File: src/rtl/wsts_ram.sv
module wsts_ram #(
    parameter int WIDTH = 8,
    parameter int DEPTH = 16
) (
    input  logic                     clk,
    input  logic                     we,
    input  logic [$clog2(DEPTH)-1:0] waddr,
    input  logic [WIDTH-1:0]         wdata,
    input  logic [$clog2(DEPTH)-1:0] raddr,
    output logic [WIDTH-1:0]         rdata
);

    logic [WIDTH-1:0] mem [DEPTH];

    always_ff @(posedge clk)
    begin
        if (we)
        begin
            mem[waddr] <= wdata;
        end
        rdata <= mem[raddr];
    end

endmodule

File: config.mk
export PLATFORM = sky130hd
export DESIGN_NAME = wsts_ram
export DESIGN_NICKNAME = d
export VERILOG_FILES = /design/src/rtl/wsts_ram.sv
export SDC_FILE = /design/constraint.sdc
export NUM_CORES = 1
export LEC_CHECK = 0
export ABC_AREA = 1
export BUFFER_PORTS_ARGS = -buffer_cell sky130_fd_sc_hd__buf_2
export CAP_MARGIN = 30
export CORE_ASPECT_RATIO = 0.75
export CORE_MARGIN = 2
export CORE_UTILIZATION = 25
export CTS_BUF_LIST = sky130_fd_sc_hd__clkbuf_16
export CTS_CLUSTER_DIAMETER = 200
export DETAILED_ROUTE_END_ITERATION = 12
export MAX_ROUTING_LAYER = met4
export PLACE_DENSITY = 0.43
export SLEW_MARGIN = 20
export SYNTH_ARGS = -nofsm -noshare
export SYNTH_HDL_FRONTEND = slang
export SYNTH_SLANG_ARGS = --single-unit
export TNS_END_PERCENT = 20
File: constraint.sdc
create_clock -name clk -period 1.6 [get_ports clk]
set_input_delay 0.32 -clock clk [delete_from_list [all_inputs] [get_ports clk]]
set_output_delay 0.32 -clock clk [all_outputs]
set_load 0.02 [all_outputs]
# Word-level counts from Yosys, hierarchy flattened
# Memory sizes are Yosys's and may differ from the RTL's. A register that Yosys moved wholly into a read port is not among the register bits.
# Index checks and enable logic that the tools add are counted.
# word_totals
regBits	0
latch_bits	0
ramBits	128
rom_bits	0
in_bits	18
output_inout_bits	8
word_cells	3
mem_count	1
# op_classes
add_sub_neg	0
mul	0
div_mod_pow	0
magnitude_cmp	0
n_eq_ne	0
n_shift	0
muxes	2
bitwise_logic	0
reduce_logical	0
# mem_list
memory	depth	width	rd	rd_ports_with_merged_regs	wr	line	source
mem	16	8	1	1	1	13	logic [WIDTH-1:0] mem [DEPTH];
# ops
cell	n
$mux 1	2

# Logic depth before layout (Yosys ltp)
# depth
ltp_word	2
depth_mapped	8
ltp_nobuf	7

# Worst setup path before layout
# No wires, ideal clock.
# synth_path
path_type	input to register
start	in waddr[2]
end	mem mem[10][0], enable pin
setup_ns	0.370
arrival_ns	0.901
t_required_ns	1.230
slack_ns	0.329
path_stages	2
path_buffers	0
path_cell_list	nand3b_1 > nor2_1
# synth_rtl
item	line	source
start, declared	7	input logic [$clog2(DEPTH)-1:0] waddr,
end, declared	13	
# No word-level cell before the write port.

# Final worst setup path
# layout_path
start	reg rdata[1] (read register of mem)
end	out rdata[1]
# layout_rtl
item	line	source
start, declared	10	output logic [WIDTH-1:0] rdata
# No word-level cell between the ends.

==> results.json <==
{
  "outcome": "finished, final reports clean",
  "hold_viol": 0,
  "synth_cell_types": 12,
  "core_area_sq_um": 22820,
  "internal_power_mw": 6.304,
  "cts.path.max_buffers": 2,
  "period_needed_ps": 1263,
  "path_buf_inv": 1,
  "overflow": 0,
  "finalCritPeriodShare_pct": 78.91,
  "cp.required_ps": 1280,
  "die_area_sq_um": 24310,
  "grt_pass1_wl_mm": 22.02,
  "rr_worst_depth": 6,
  "path_depth": 1,
  "drt_iter0_drc": 211,
  "yosys.area.top_type_share_pct": 66.65,
  "ys_seq_elements": 136,
  "synthAdderAreaFrac_pct": 0,
  "synth_xor_area_share_pct": 0,
  "worstSetupEndpointType": "output port",
  "drt_pass1_iterations": 4,
  "finalPower_mw": 8.237,
  "p_sw_share_pct": 23.47,
  "cpPeakStageDelay_ps": 360,
  "start_util_pct": 25.27,
  "cts_sinks": 136,
  "drv_slew": 0,
  "io_pins": 26,
  "antennaDiodeCount": 0,
  "power_frac_clock_pct": 45.0,
  "cts_tree": "done",
  "tns_ps": 0,
  "gp_congestion": 0.7383,
  "maxCapViolations": 0,
  "rsz0062_at_grt": "false",
  "die_w_microns": 179.4,
  "seq_area_frac_synth_pct": 69.43,
  "routed_wl_mm": 14.24,
  "io_buffer_count": 25,
  "post_cts_buffers": 0,
  "crit_family": "flip-flops",
  "clockRootBuffer": "clkbuf_16",
  "grtUsageTotal_pct": 12.93,
  "hold_class": "input pin to flip-flop",
  "synthCells": 551,
  "vdd_ir_drop_max_mv": 0.7599,
  "wl_per_cell_microns": 15.67,
  "arrival_ps": 940,
  "num_vias": 3671,
  "start_kind": "flip-flop",
  "leakage_nw": 2.930,
  "tightest_slew_ps": 430.0,
  "area_growth_pct": 19.79,
  "syn-num-nets": 569,
  "antenna_left": 0,
  "finalCoreUtilization_pct": 30.27,
  "synth.largest_area_cell": "edfxtp_1",
  "setup_violations": 0,
  "ctsHoldBuffers": 0,
  "final_layout_size_suffix_gt1_share_pct": 13.79,
  "synth_area_leaders": "edfxtp_1 67%, nand2_1 11%, nand3_1 8.4%",
  "antenna_found_initial": 0,
  "synth_top_family_by_area": "simple AND/OR/NAND/NOR gates",
  "relSlewSlack_pct": 71.34,
  "rows": 48,
  "syn-cell-area_sq_um": 5767,
  "post-route-drc-count": 0,
  "dp.final_hpwl_mm": 9.160,
  "grt_max_degree": 65,
  "switchingPower_mw": 1.933,
  "cts.clk_slew.worst_paths_ps": 60,
  "power_density_nw_per_um2": 1192,
  "final_cells": 909,
  "synth_area_per_cell_sq_um": 10.47,
  "htreeDepth": 4,
  "synth_compound_area_share_pct": 0,
  "cpMaxStageDelayCell": "dfxtp_1",
  "synth_warnings": 0,
  "cts_made_buffers": 17,
  "p_comb_share_pct": 6.4,
  "grt_pass1_vias": 3776,
  "synth-simple-area-share_pct": 21.05,
  "skew_ps": 7.790,
  "p_seq_share_pct": 48.6,
  "min_path_cells": 1,
  "worstPathMaxFanout": 1,
  "path_cells": "buf_2",
  "fin_nets": 614,
  "synthMuxAreaShare_pct": 0,
  "path_class": "flip-flop to output port",
  "via_per_inst": 4.039,
  "die_y_microns": 135.5,
  "clock.fmax_mhz": 792.1,
  "clk_latency_ps": 400,
  "ctsResizeCount": 0,
  "dp_cells": 877
}
[power groups by stage]
stage / logic, mW / registers, mW / clock network [mW]
3_5_place_dp: 0.537 / 4.08 / 0
6_report: 0.524 / 4.01 / 3.71
2_1_floorplan: 0.281 / 4.11 / 0
5_1_grt: 0.592 / 4.01 / 3.97
3_3_place_gp: 0.530 / 4.08 / 0
4_1_cts: 0.538 / 4.01 / 3.79
[metal layers]
metal,global-route usage (%),share of wire (%),wire (microns),up-vias
met3,2.357,5.0,710,6
met1,18.14,50,7078,1744
li1,-,-,-,1861
met5,-,0,0,-
met2,19.05,45,6351,60
met4,3.853,0.71,101,0
[kinds of logic after synthesis]
family,after synthesis
DFF,136
buffers and inverters,126
and+or+nand+nor,289
[worst paths after layout]
kind | from | end | slack, ps
max | rdata[1] | rdata[1] | 340
min | wdata[0] | mem[5][0] | 310
max reg2reg | mem[1][3] | rdata[3] | 650
min reg2reg | mem[2][1] | rdata[1] | 660
[Yosys cell counts]
cell type and number:
buf_1 1, buf_2 13, buf_4 4, buf_6 6, dfxtp_1 8, edfxtp_1 128, inv_1 100, inv_2 2
nand2_1 173, nand3_1 97, nand3b_1 2, nor2_1 17
[state kept, by name, summed over array words and instances (netlist names)]
signal / flops
mem: 128
rdata: 8
[metrics by stage]
| step | hold slack (ps) | setup slack [ps] | cell area, sq um |
|---|---|---|---|
| floorplan | 418.9 | 329.2 | 5767 |
| global placement | 653.9 | 210.7 | 6339 |
| detailed placement | 651.1 | 206.1 | 6339 |
| CTS | 296.4 | 296.3 | 6908 |
| global route | 307.1 | 286.8 | 6908 |
| finish | 312.2 | 337.5 | 6908 |
[layout by cell type, fill, tap and decap left out, drive strengths merged]
cell / count
inv: 106
dfxtp: 8
nor2: 17
bufinv: 1
buf: 50
clkinv: 6
clkinvlp: 4
nand3b: 2
edfxtp: 128
clkbuf: 17
nand2: 173
nand3: 97
[area by class of cell]
class,count,area (sq um)
fillers,2373,15910
clock buffers,17,425.4
flip-flops and latches,136,4004
repair buffers,50,362.8
clock inverters,15,143.9
well taps,300,375.4
multi-input cells,289,1214
inverters,102,382.9
Note: power is estimated with default switching activity, not from simulation.
